File: src/rtl/dns_a_query_fixed_responder_macros.svh
// ============================================================================
// DNS A query fixed responder - assertion macros
// Concurrent assertion wrappers; define ASSERT_OFF to compile them out.
// ============================================================================
`ifndef DNS_A_QUERY_FIXED_RESPONDER_MACROS_SVH
`define DNS_A_QUERY_FIXED_RESPONDER_MACROS_SVH

`ifndef ASSERT_OFF

// Implication checked on every clock edge outside reset
`define DQR_ASSERT(label, clk, rst_n, prop, msg) \
    label: assert property (@(posedge clk) disable iff (!rst_n) prop) else $error(msg);

// Condition that must never be true outside reset
`define DQR_ASSERT_NEVER(label, clk, rst_n, cond, msg) \
    label: assert property (@(posedge clk) disable iff (!rst_n) !(cond)) else $error(msg);

`else

`define DQR_ASSERT(label, clk, rst_n, prop, msg)
`define DQR_ASSERT_NEVER(label, clk, rst_n, cond, msg)

`endif

`endif

File: src/rtl/dqr_pkg.sv
// ============================================================================
// dqr_pkg
// Shared types, constants and the answer record table for the DNS responder.
// ============================================================================
`timescale 1ns / 1ps

package dqr_pkg;

    // Packet limits
    localparam int MAX_PACKET = 512;
    localparam int POS_W      = $clog2(MAX_PACKET + 1);
    localparam int HEADER_LEN = 12;

    // Header byte offsets that get rewritten or inspected
    localparam int POS_FLAGS    = 2;
    localparam int POS_QD_HI    = 4;
    localparam int POS_QD_LO    = 5;
    localparam int POS_AN_HI    = 6;
    localparam int POS_AN_LO    = 7;

    localparam logic [15:0] QTYPE_A      = 16'h0001;
    localparam logic [7:0]  PTR_MASK     = 8'hC0;
    localparam logic [7:0]  RESP_BIT     = 8'h80;
    localparam logic [7:0]  ANCOUNT_LO   = 8'h01;

    // Answer record: 12 fixed bytes then the 4 address bytes
    localparam int ANS_LEN    = 16;
    localparam int ANS_IDX_W  = $clog2(ANS_LEN);
    localparam int ANS_FIXED  = 12;

    localparam logic [7:0] ANS_TABLE [ANS_FIXED] = '{
        8'hC0, 8'h0C, 8'h00, 8'h01, 8'h00, 8'h01,
        8'h00, 8'h00, 8'h27, 8'h10, 8'h00, 8'h04
    };

    // Question parser phases
    typedef enum logic [6:0] {
        PH_HEADER  = 7'b0000001,
        PH_LEN     = 7'b0000010,
        PH_BODY    = 7'b0000100,
        PH_PTR     = 7'b0001000,
        PH_TYPE_HI = 7'b0010000,
        PH_TYPE_LO = 7'b0100000,
        PH_DONE    = 7'b1000000
    } phase_t;

    // What one accepted query byte asks the output stage to do
    typedef struct packed {
        logic       emit;
        logic [7:0] data;
        logic       last;
        logic       short_pkt;
        logic       start_ans;
    } result_t;

    // One byte of the appended answer record
    function automatic logic [7:0] answer_byte(input logic [ANS_IDX_W-1:0] idx,
                                               input logic [31:0] ipv4);
        logic [7:0] b;
        b = 8'h00;
        case (idx)
            4'd12:   b = ipv4[31:24];
            4'd13:   b = ipv4[23:16];
            4'd14:   b = ipv4[15:8];
            4'd15:   b = ipv4[7:0];
            default: b = ANS_TABLE[idx];
        endcase
        return b;
    endfunction

endpackage

File: src/rtl/dqr_parser.sv
// ============================================================================
// dqr_parser
// Header rewrite and question parse for one query byte per transaction.
// ============================================================================
`timescale 1ns / 1ps

module dqr_parser (
    input  logic            clk,
    input  logic            rst_n,
    input  logic            in_fire,
    input  logic [7:0]      in_byte,
    input  logic            in_last,
    output dqr_pkg::result_t res
);
    import dqr_pkg::*;

    logic [POS_W-1:0] pos_reg, pos_next;
    phase_t           phase_reg, phase_next;
    logic [7:0]       lbl_reg, lbl_next;
    logic [15:0]      qtype_reg, qtype_next;
    logic             hasq_reg, hasq_next;

    logic             kept;
    logic [7:0]       ob;
    logic             short_pkt;
    logic             ans;

    // Next packet state and the result for this byte
    always_comb
    begin
        pos_next   = pos_reg;
        phase_next = phase_reg;
        lbl_next   = lbl_reg;
        qtype_next = qtype_reg;
        hasq_next  = hasq_reg;

        kept = (pos_reg < POS_W'(MAX_PACKET));

        // header field rewrite
        ob = in_byte;
        if (pos_reg == POS_W'(POS_FLAGS))
        begin
            ob = in_byte | RESP_BIT;
        end
        else if (pos_reg == POS_W'(POS_AN_HI))
        begin
            ob = 8'h00;
        end
        else if (pos_reg == POS_W'(POS_AN_LO))
        begin
            ob = ANCOUNT_LO;
        end

        if (kept)
        begin
            if ((pos_reg == POS_W'(POS_QD_HI) || pos_reg == POS_W'(POS_QD_LO)) &&
                in_byte != 8'h00)
            begin
                hasq_next = 1'b1;
            end

            // question name / type walk
            case (phase_reg)
                PH_HEADER:
                begin
                    if (pos_reg == POS_W'(HEADER_LEN - 1))
                    begin
                        phase_next = PH_LEN;
                    end
                end
                PH_LEN:
                begin
                    if (in_byte == 8'h00)
                    begin
                        phase_next = PH_TYPE_HI;
                    end
                    else if ((in_byte & PTR_MASK) != 8'h00)
                    begin
                        phase_next = PH_PTR;
                    end
                    else
                    begin
                        lbl_next   = in_byte;
                        phase_next = PH_BODY;
                    end
                end
                PH_BODY:
                begin
                    lbl_next = lbl_reg - 8'd1;
                    if (lbl_reg == 8'd1)
                    begin
                        phase_next = PH_LEN;
                    end
                end
                PH_PTR:
                begin
                    phase_next = PH_TYPE_HI;
                end
                PH_TYPE_HI:
                begin
                    qtype_next = {in_byte, 8'h00};
                    phase_next = PH_TYPE_LO;
                end
                PH_TYPE_LO:
                begin
                    qtype_next = {qtype_reg[15:8], in_byte};
                    phase_next = PH_DONE;
                end
                default:
                begin
                end
            endcase

            pos_next = pos_reg + POS_W'(1);
        end

        short_pkt = (pos_next < POS_W'(HEADER_LEN));
        ans = !short_pkt && hasq_next && (phase_next == PH_DONE) &&
              (qtype_next == QTYPE_A);

        // result for the output stage
        res.emit      = kept || (in_last && !ans);
        res.data      = kept ? ob : 8'h00;
        res.last      = in_last && !ans;
        res.short_pkt = in_last && !ans && short_pkt;
        res.start_ans = in_last && ans;
    end

    // Packet state; cleared after the final byte
    always_ff @(posedge clk or negedge rst_n)
    begin
        if (!rst_n)
        begin
            pos_reg   <= '0;
            phase_reg <= PH_HEADER;
            lbl_reg   <= '0;
            qtype_reg <= '0;
            hasq_reg  <= 1'b0;
        end
        else if (in_fire)
        begin
            if (in_last)
            begin
                pos_reg   <= '0;
                phase_reg <= PH_HEADER;
                lbl_reg   <= '0;
                qtype_reg <= '0;
                hasq_reg  <= 1'b0;
            end
            else
            begin
                pos_reg   <= pos_next;
                phase_reg <= phase_next;
                lbl_reg   <= lbl_next;
                qtype_reg <= qtype_next;
                hasq_reg  <= hasq_next;
            end
        end
    end

endmodule

File: src/rtl/dqr_out_stage.sv
// ============================================================================
// dqr_out_stage
// Result register and answer record sequencer.
// ============================================================================
`timescale 1ns / 1ps

`include "dns_a_query_fixed_responder_macros.svh"

module dqr_out_stage (
    input  logic             clk,
    input  logic             rst_n,
    input  logic             in_fire,
    input  dqr_pkg::result_t res,
    input  logic [31:0]      answer_ipv4,
    input  logic             out_ready,
    output logic             out_valid,
    output logic [7:0]       out_byte,
    output logic             out_last,
    output logic             short_packet,
    output logic             answered,
    output logic             can_take,
    output logic             ans_busy
);
    import dqr_pkg::*;

    logic                 valid_reg, valid_next;
    logic [7:0]           byte_reg, byte_next;
    logic                 last_reg, last_next;
    logic                 short_reg, short_next;
    logic                 ansd_reg, ansd_next;
    logic                 active_reg, active_next;
    logic [ANS_IDX_W-1:0] idx_reg, idx_next;
    logic                 idx_end;
    logic                 can_load;

    assign can_load = !valid_reg || out_ready;
    assign idx_end  = (idx_reg == ANS_IDX_W'(ANS_LEN - 1));

    // Load from the parser, else from the answer sequencer, else drain
    always_comb
    begin
        valid_next  = valid_reg;
        byte_next   = byte_reg;
        last_next   = last_reg;
        short_next  = short_reg;
        ansd_next   = ansd_reg;
        active_next = active_reg;
        idx_next    = idx_reg;

        if (in_fire)
        begin
            valid_next = res.emit;
            byte_next  = res.data;
            last_next  = res.last;
            short_next = res.short_pkt;
            ansd_next  = 1'b0;
            if (res.start_ans)
            begin
                active_next = 1'b1;
                idx_next    = '0;
            end
        end
        else if (active_reg && can_load)
        begin
            valid_next = 1'b1;
            byte_next  = answer_byte(idx_reg, answer_ipv4);
            last_next  = idx_end;
            short_next = 1'b0;
            ansd_next  = idx_end;
            idx_next   = idx_reg + ANS_IDX_W'(1);
            if (idx_end)
            begin
                active_next = 1'b0;
            end
        end
        else if (out_ready)
        begin
            valid_next = 1'b0;
        end
    end

    always_ff @(posedge clk or negedge rst_n)
    begin
        if (!rst_n)
        begin
            valid_reg  <= 1'b0;
            active_reg <= 1'b0;
            idx_reg    <= '0;
        end
        else
        begin
            valid_reg  <= valid_next;
            active_reg <= active_next;
            idx_reg    <= idx_next;
        end
    end

    // Payload
    always_ff @(posedge clk)
    begin
        byte_reg  <= byte_next;
        last_reg  <= last_next;
        short_reg <= short_next;
        ansd_reg  <= ansd_next;
    end

    assign out_valid    = valid_reg;
    assign out_byte     = byte_reg;
    assign out_last     = last_reg;
    assign short_packet = short_reg;
    assign answered     = ansd_reg;
    assign can_take     = can_load;
    assign ans_busy     = active_reg;

    // Checks
    `DQR_ASSERT(a_ans_start, clk, rst_n, (in_fire && res.start_ans) |=> active_reg, "answer sequencer did not start")
    `DQR_ASSERT(a_ans_end, clk, rst_n, (active_reg && can_load && idx_end) |=> (!active_reg && valid_reg && last_reg && ansd_reg), "answer record did not close the reply")
    `DQR_ASSERT_NEVER(a_no_input_in_ans, clk, rst_n, in_fire && active_reg, "query byte taken while appending an answer")
    `DQR_ASSERT_NEVER(a_flags_need_last, clk, rst_n, valid_reg && (short_reg || ansd_reg) && !last_reg, "status flag on a non-final reply byte")

endmodule

File: src/rtl/dns_a_query_fixed_responder.sv
// ============================================================================
// dns_a_query_fixed_responder
// Echoes a DNS query as a reply and appends a fixed A answer when asked.
// Each accepted query byte is registered and shown as its reply byte next cycle.
// Throughput: one byte per cycle while out_ready is high; an answered query
//   then adds 16 bytes at that rate from the answer sequencer, input held off.
// Reset: asynchronous, active low; clears packet state and answer_ipv4.
// ============================================================================
`timescale 1ns / 1ps

module dns_a_query_fixed_responder (
    input  logic        clk,
    input  logic        rst_n,
    input  logic        cfg_we,
    input  logic [31:0] cfg_wdata,
    input  logic        in_valid,
    output logic        in_ready,
    input  logic [7:0]  in_byte,
    input  logic        in_last,
    output logic        out_valid,
    input  logic        out_ready,
    output logic [7:0]  out_byte,
    output logic        out_last,
    output logic        short_packet,
    output logic        answered
);
    import dqr_pkg::*;

    logic [31:0] ipv4_reg;
    logic        in_fire;
    logic        can_take;
    logic        ans_busy;
    result_t     res;

    // Address register
    always_ff @(posedge clk or negedge rst_n)
    begin
        if (!rst_n)
        begin
            ipv4_reg <= '0;
        end
        else if (cfg_we)
        begin
            ipv4_reg <= cfg_wdata;
        end
    end

    assign in_ready = can_take && !ans_busy;
    assign in_fire  = in_valid && in_ready;

    dqr_parser u_parser (
        .clk     (clk),
        .rst_n   (rst_n),
        .in_fire (in_fire),
        .in_byte (in_byte),
        .in_last (in_last),
        .res     (res)
    );

    dqr_out_stage u_out (
        .clk          (clk),
        .rst_n        (rst_n),
        .in_fire      (in_fire),
        .res          (res),
        .answer_ipv4  (ipv4_reg),
        .out_ready    (out_ready),
        .out_valid    (out_valid),
        .out_byte     (out_byte),
        .out_last     (out_last),
        .short_packet (short_packet),
        .answered     (answered),
        .can_take     (can_take),
        .ans_busy     (ans_busy)
    );

endmodule
File: config.mk
export PLATFORM = sky130hd
export DESIGN_NAME = dns_a_query_fixed_responder
export DESIGN_NICKNAME = d
export VERILOG_FILES = /design/src/rtl/dqr_pkg.sv /design/src/rtl/dqr_parser.sv /design/src/rtl/dqr_out_stage.sv /design/src/rtl/dns_a_query_fixed_responder.sv
export VERILOG_INCLUDE_DIRS = /design/src /design/src/rtl
export SDC_FILE = /design/constraint.sdc
export NUM_CORES = 1
export LEC_CHECK = 0
export ABC_AREA = 1
export BUFFER_PORTS_ARGS = -buffer_cell sky130_fd_sc_hd__buf_2
export CAP_MARGIN = 25
export CORE_ASPECT_RATIO = 1.25
export CORE_MARGIN = 1
export CORE_UTILIZATION = 40
export DETAILED_ROUTE_END_ITERATION = 10
export MAX_ROUTING_LAYER = met4
export PLACE_DENSITY = 0.62
export REMOVE_ABC_BUFFERS = 1
export SETUP_SLACK_MARGIN = 0.4
export SLEW_MARGIN = 15
export SYNTH_ARGS = -nofsm -noshare
export SYNTH_HDL_FRONTEND = slang
export SYNTH_SLANG_ARGS = --single-unit
File: constraint.sdc
create_clock -name clk -period 2.2 [get_ports clk]
set_input_delay 0.66 -clock clk [delete_from_list [all_inputs] [get_ports clk]]
set_output_delay 0.66 -clock clk [all_outputs]
set_load 0.05 [all_outputs]
# After elaboration in Yosys (flattened, before gate mapping)
# Memory sizes are Yosys's and may differ from the RTL's.
# Cells that the tools add are included.
dict set report word_totals {
  regBits 91
  rom_bits 128
  out_inout_bits 13
  wordCells 114
  n_memories 1
}
dict set report classes {
  addsub 3
  order_cmp 3
  n_eq_ne 22
  mux 43
  bitwise 1
  reduce_logical 28
}
# memory words word_bits rd rd_ports_with_merged_regs write_ports line
set mem_list {}
lappend mem_list {{(name not given)} 16 8 1 0 0 dqr_pkg.sv:66} ;# default: b = ANS_TABLE[idx];
# op count
set op_table {}
lappend op_table {{two-way mux 8 bit} 12}
lappend op_table {{case mux 7 bit (6 select lines)} 1}
lappend op_table {{== test 10 x 3 -> 1 bit, second input constant} 4}
lappend op_table {{two-way mux 7 bit} 5}
lappend op_table {{two-way mux 16 bit} 2}
lappend op_table {{case mux 16 bit (2 select lines)} 1}
lappend op_table {{case mux 8 bit (4 select lines)} 1}
lappend op_table {{two-way mux 10 bit} 2}
lappend op_table {{== test 16 x 1 -> 1 bit, second input constant} 1}
lappend op_table {{== test 4 bit, second input constant} 4}
lappend op_table {{two-way mux 4 bit} 4}
lappend op_table {{case mux 8 bit (2 select lines)} 1}
lappend op_table {{nonzero test 8 bit} 2}
lappend op_table {{two-way mux 1 bit} 14}
lappend op_table {{adder 10 x 1 -> 10 bit, second input constant} 1}
lappend op_table {{== test 10 x 2 -> 1 bit, second input constant} 1}
lappend op_table {{== test 10 x 4 -> 1 bit, second input constant} 1}
lappend op_table {{logical AND 1 bit} 10}
lappend op_table {{less-than comparator 10 bit, second input constant} 1}
lappend op_table {{less-than comparator 10 x 4 -> 1 bit, second input constant} 1}
lappend op_table {{== test 8 x 1 -> 1 bit, second input constant} 1}
lappend op_table {{zero test 8 bit} 1}
lappend op_table {{subtractor 8 x 1 -> 8 bit, second input constant} 1}
lappend op_table {{== test 7 x 1 -> 1 bit, second input constant} 1}
lappend op_table {{18 further kinds} 27}

# Longest topological paths before layout
dict set report logic_depth {
  depth_word 12
  mapped_depth 15
  mapped_depth_nobuf 15
}

# By module
# From an unflattened synthesis, not the netlist that was laid out.
dict set report hier_totals {
  hier_cells 719
  area_unflattened_um2 5357.6
}
# module n_inst cells_each area_each_um2 seq_area_each_um2
set by_module_without_submodules {}
lappend by_module_without_submodules {dqr_parser 1 402 2803.9 1052.3}
lappend by_module_without_submodules {dns_a_query_fixed_responder 1 141 1311.3 800.8}
lappend by_module_without_submodules {dqr_out_stage 1 176 1242.4 470.5}

# Worst setup path after synthesis
# OpenSTA, ideal clock, no wires.
dict set report synth_path {
  path_kind {in2reg}
  from {input port out_ready}
  to {register u_parser.phase_reg[1]}
  setup_time_ns 0.083
  arrival_time_ns 2.187
  t_required_ns 2.117
  setup_slack_ns -0.069
  path_stages 9
  n_path_buf 1
  cell_sequence {inv_1 nand2_1 nand2_1 inv_1 nand2_1 nor2_1 inv_1 clkbuf_1 o22ai_1}
}
dict set report synth_between {
  elab_chain_cells 3
}
# element line
set synth_rtl {}
lappend synth_rtl {{from (decl)} dns_a_query_fixed_responder.sv:21} ;# input logic out_ready,
lappend synth_rtl {{logical OR 1 bit} dqr_out_stage.sv:36} ;# assign can_load = !valid_reg || out_ready;
lappend synth_rtl {{logical AND 1 bit} dns_a_query_fixed_responder.sv:48} ;# assign in_ready = can_take && !ans_busy;
lappend synth_rtl {{via in_ready} dns_a_query_fixed_responder.sv:17} ;# output logic in_ready,
lappend synth_rtl {{logical AND 1 bit} dns_a_query_fixed_responder.sv:49} ;# assign in_fire = in_valid && in_ready;
lappend synth_rtl {{to (signal assigned)} dqr_parser.sv:153} ;# phase_reg <= phase_next;
lappend synth_rtl {{to (decl)} dqr_parser.sv:18} ;# phase_t phase_reg, phase_next;
# The timed path passes the listed nets, and every way through them passes these cells.
# A chain may end at the register's enable or synchronous reset.

# Final worst setup path
dict set report layout_path {
  from {register u_parser.phase_reg[2]}
  to {register u_out.idx_reg[1]}
}
dict set report layout_between {
  elab_chain_cells 9
}
# element line
set layout_rtl {}
lappend layout_rtl {{== test 7 x 6 -> 1 bit (tied with other cells)} dqr_parser.sv:63} ;# case (phase_reg)
lappend layout_rtl {{case mux 7 bit (6 select lines)} dqr_parser.sv:63}
lappend layout_rtl {{two-way mux 7 bit} dqr_parser.sv:54} ;# if (kept)
lappend layout_rtl {{== test 7 bit} dqr_parser.sv:118} ;# ans = !short_pkt && hasq_next && (phase_next == PH_DONE) &&
lappend layout_rtl {{logical AND 1 bit} dqr_parser.sv:118}
lappend layout_rtl {{logical AND 1 bit *} dqr_parser.sv:118}
lappend layout_rtl {{logical AND 1 bit *} dqr_parser.sv:126} ;# res.start_ans = in_last && ans;
lappend layout_rtl {{!= test 2 x 1 -> 1 bit (no source line) *} n/a}
lappend layout_rtl {{AND reduction 2 bit (no source line) *} n/a}
lappend layout_rtl {{to (signal assigned)} dqr_out_stage.sv:94} ;# idx_reg <= idx_next;
lappend layout_rtl {{to (decl)} dqr_out_stage.sv:32} ;# logic [ANS_IDX_W-1:0] idx_reg, idx_next;
# Mark *: on every way between the ends. The rest lies on a longest branch, timed or not.

==> impl_summary.txt <==
----------------------------------------------------
[Worst setup path]
  R2r setup slk ... 0.02 ns
  Kind of critical path ... reg -> reg
  CP required ... 2.43 ns
  Kind of capture point of the worst setup path ... flip-flop
  Startpoint type of the worst setup path ... flip-flop
  Worst EP arrival ... 2.40 ns
  Worst-path maximum fanout ... 5

[Worst hold path]
  Worst hold path class ... in -> async

[Logic synthesis]
  EDFF count, synth ... 10
  Cell taking the most area after synthesis ... sky130_fd_sc_hd__dfrtp_1
  Top-area cell type share of the netlist area ... 39.1%
  Netlist area before placement ... 5060 µm²
  Gate count of the mapped netlist ... 639
  Yosys warns ... 0
  Async set-or-reset flop fraction in the synthesized netlist ... 87.9%
  Most area-consuming cells after synthesis ... sky130_fd_sc_hd__dfrtp_1 (39%), sky130_fd_sc_hd__nand2_1 (10%), sky130_fd_sc_hd__inv_1 (7.3%), sky130_fd_sc_hd__edfxtp_1 (5.9%), sky130_fd_sc_hd__o21ai_0 (5.4%)
  Number of synthesized register bits ... 91
  Top cells by count, synth ... sky130_fd_sc_hd__nand2_1 (137), sky130_fd_sc_hd__inv_1 (99), sky130_fd_sc_hd__dfrtp_1 (79)
  Share of synthesized area occupied by flip-flops and latches ... between 40% and 50%
  Most frequent cell after synthesis ... sky130_fd_sc_hd__nand2_1
  Main synth FF type ... sky130_fd_sc_hd__dfrtp_1
  Per-instance average area after synthesis ... 7.91 µm²
  Netlist cell types ... 43

[Detailed routing]
  Via total after detailed routing ... 4934
  Average routed wire per standard cell ... 15.6 µm
  ANT nets after route ... 0
  Routed WL ... roughly 15000 µm
  Residual DRC ... 0
  Detailed-router iteration count before antenna repair ... 6
  Iter 0 DRT Violations ... 258
  Detail-routed via count per cell ... 5.19

[Layout]
  Net total in the final layout ... 837
  Max reg flops ... 32
  Antenna diode count ... 0
  Fraction of layout instances using a drive strength above 1 ... 37.7%
  FILL cells ... 1095
  Layout overhead on the synthesized area ... 39.7%

[Clock network]
  Clock tree from TritonCTS ... yes
  Clock-pin transition on the worst setup and hold timing paths ... 0.07 ns
  Worst skew pair latency ... 0.34 ns
  Maximum count of clock buffers along a single path ... 2
  Root buffer cell ... sky130_fd_sc_hd__clkbuf_16
  Clock Sink Count ... 91
  Clock buffer count from CTS ... 9
  H-tree depth ... 3

[Place]
  Pre-CTS worst setup slack ... -0.0718 ns
  Count of input and output buffers ... 58
  Routability congestion estimate from global placement ... between 0.9 and 1
  HPWL reported at the end of detailed placement ... slightly above 10000 µm

[Pwr]
  Power density over cell area ... between 600 and 700 nW/µm²
  Leakage component of the power ... 3.39 nW
  Peak supply drop ... 352 µV
  Total chip power ... 4.50 mW

[Global routing]
  Initial antenna violation count ... 0
  Global-route usage over all layers ... 24.2%
  Via count of the first global-routing pass ... 4912
  Wire length of the first global-routing pass ... 23600 µm
  Sum of overflow across all layers after global routing ... 0
  Largest net degree at the start of global routing ... 81

[Timing]
  Worst Skew ... between 0.008 and 0.009 ns
  Worst path setup slack after routing ... 0.0224 ns
  Final setup fails ... 0
  Period utilization ... 99.0%
  Final Hold Viols ... 0
  Max Transition Viols Final ... 0
  Slew headroom ... 70.0%
  Maximum clock frequency ... 459 MHz
  Measured slew at the worst slew-check pin ... 0.451 ns
  Setup repair after global routing missed its margin ... yes
  Minimum clock period after layout ... 2.18 ns

[Floorplanning]
  Core area ... 12200 µm²
  Height of the die ... 128 µm
  DIE AREA ... 13100 µm²
  Number of primary I/O pins ... 59
  Row Count ... 45
  Die Span X ... 103 µm
  Initial Util ... between 40% and 50%

[Outcome]
  Run status ... complete, no violations

[Job]
  Number of maximum-capacitance violations ... 0

----------------------------------------------------
## layout by cell type, fill, tap and decap left out, drive strengths merged
cell type	instances
a21oi	15
o22ai	29
a221oi	2
xor2	2
o31ai	3
o211ai	5
o311ai	1
inv	102
nand2	142
dfrtp	79
nor3	6
a22oi	4
nor2	75
clkinv	1
bufinv	1
a22o	10
o21ai	57
mux2	12
edfxtp	10
ha	10
nand3	37
and2	1
dfstp	1
buf	146
clkbuf	13
clkinvlp	2
dfxtp	1
o32ai	1
nand4	10
o21bai	1
a31oi	4
nor4	1
or2	2
## path summary, 6_finish.rpt
check,startpoint,endpoint,cells after the start
max in group asynchronous,rst_n,u_out.idx_reg[0],2
min reg2reg,u_out.answered,u_out.answered,2
max,u_parser.phase_reg[2],u_out.idx_reg[1],15
min in group clk,u_out.answered,u_out.answered,2
max reg2reg,u_parser.phase_reg[2],u_out.idx_reg[1],15
min,rst_n,u_parser.pos_reg[4],2
## metrics by stage
| stage | instance area [µm²] | hold slack [ns] | utilization [%] | cells | setup TNS (ns) |
|---|---|---|---|---|---|
| detailed placement | 5940 | 0.453 | 48.6 | 903 | -0.123 |
| floorplan | 4990 | 0.364 | - | 623 | -30.08 |
| global placement | 5940 | 0.450 | 48.6 | 903 | -0.0228 |
| finish | 7070 | 0.332 | 57.8 | 950 | 0 |
| global route | 7070 | 0.367 | 57.8 | 950 | -0.922 |
| CTS | 6750 | 0.360 | 55.2 | 943 | 0 |
## routing by layer
metal	part of all wire, %	wire length [µm]	vias up	track usage, %
li1	-	-	2395	-
met5	0	0	-	-
met1	41	6140	2353	29.5
met3	3.5	522	32	3.71
met2	52	7790	154	40.2
met4	2.6	388	0	8.74
## worst max-delay path, cell delays in order (launching register included)
cell and delay (ns):
sky130_fd_sc_hd__dfrtp_1 0.39, sky130_fd_sc_hd__inv_1 0.08, sky130_fd_sc_hd__buf_4 0.14, sky130_fd_sc_hd__nor2_2 0.10, sky130_fd_sc_hd__nand2_2 0.06, sky130_fd_sc_hd__nor2_4 0.15
sky130_fd_sc_hd__nor2_4 0.08, sky130_fd_sc_hd__nand3_4 0.13, sky130_fd_sc_hd__buf_6 0.10, sky130_fd_sc_hd__o21bai_1 0.05, sky130_fd_sc_hd__inv_1 0.11, sky130_fd_sc_hd__nand2_1 0.08
sky130_fd_sc_hd__nor2_2 0.17, sky130_fd_sc_hd__nand4_2 0.22, sky130_fd_sc_hd__nand3_1 0.14, sky130_fd_sc_hd__nand2_1 0.06
## report_power, final
group	internal (mW)	leakage (nW)	switching [mW]
registers	1.81	1.13	0.0692
clock network	0.947	0.146	0.672
logic	0.404	2.11	0.600
total	3.16	3.39	1.34
## layout make-up
type	instances	area, µm²	share of cell area [%]
clock buffers	13	260	3.68
clock inverters	3	46.3	0.655
inverters	103	410	5.81
multi-input cells	430	2750	38.9
flip-flops and latches	91	2330	33.0
well taps	164	205	2.90
repair buffers	146	1060	15.1
## cells by family after synthesis
group	Yosys count	share of synthesized area (%)
simple gates	273	23.7
flops	91	45.9
compound gates	132	16.0
xor+xnor	2	0.346
buf+inv	119	8.91
mux	12	2.67
fa+ha+maj	10	2.47
## timing repair
item                                    CTS  global route
hold buffers                              0             0
cloned                                    1             0
endpoints found under the setup margin   22            48
gates resized for setup                  99            65
setup buffers                            23             7
pin swaps                                25            18
No activity file was read; power rests on OpenSTA's default activity.
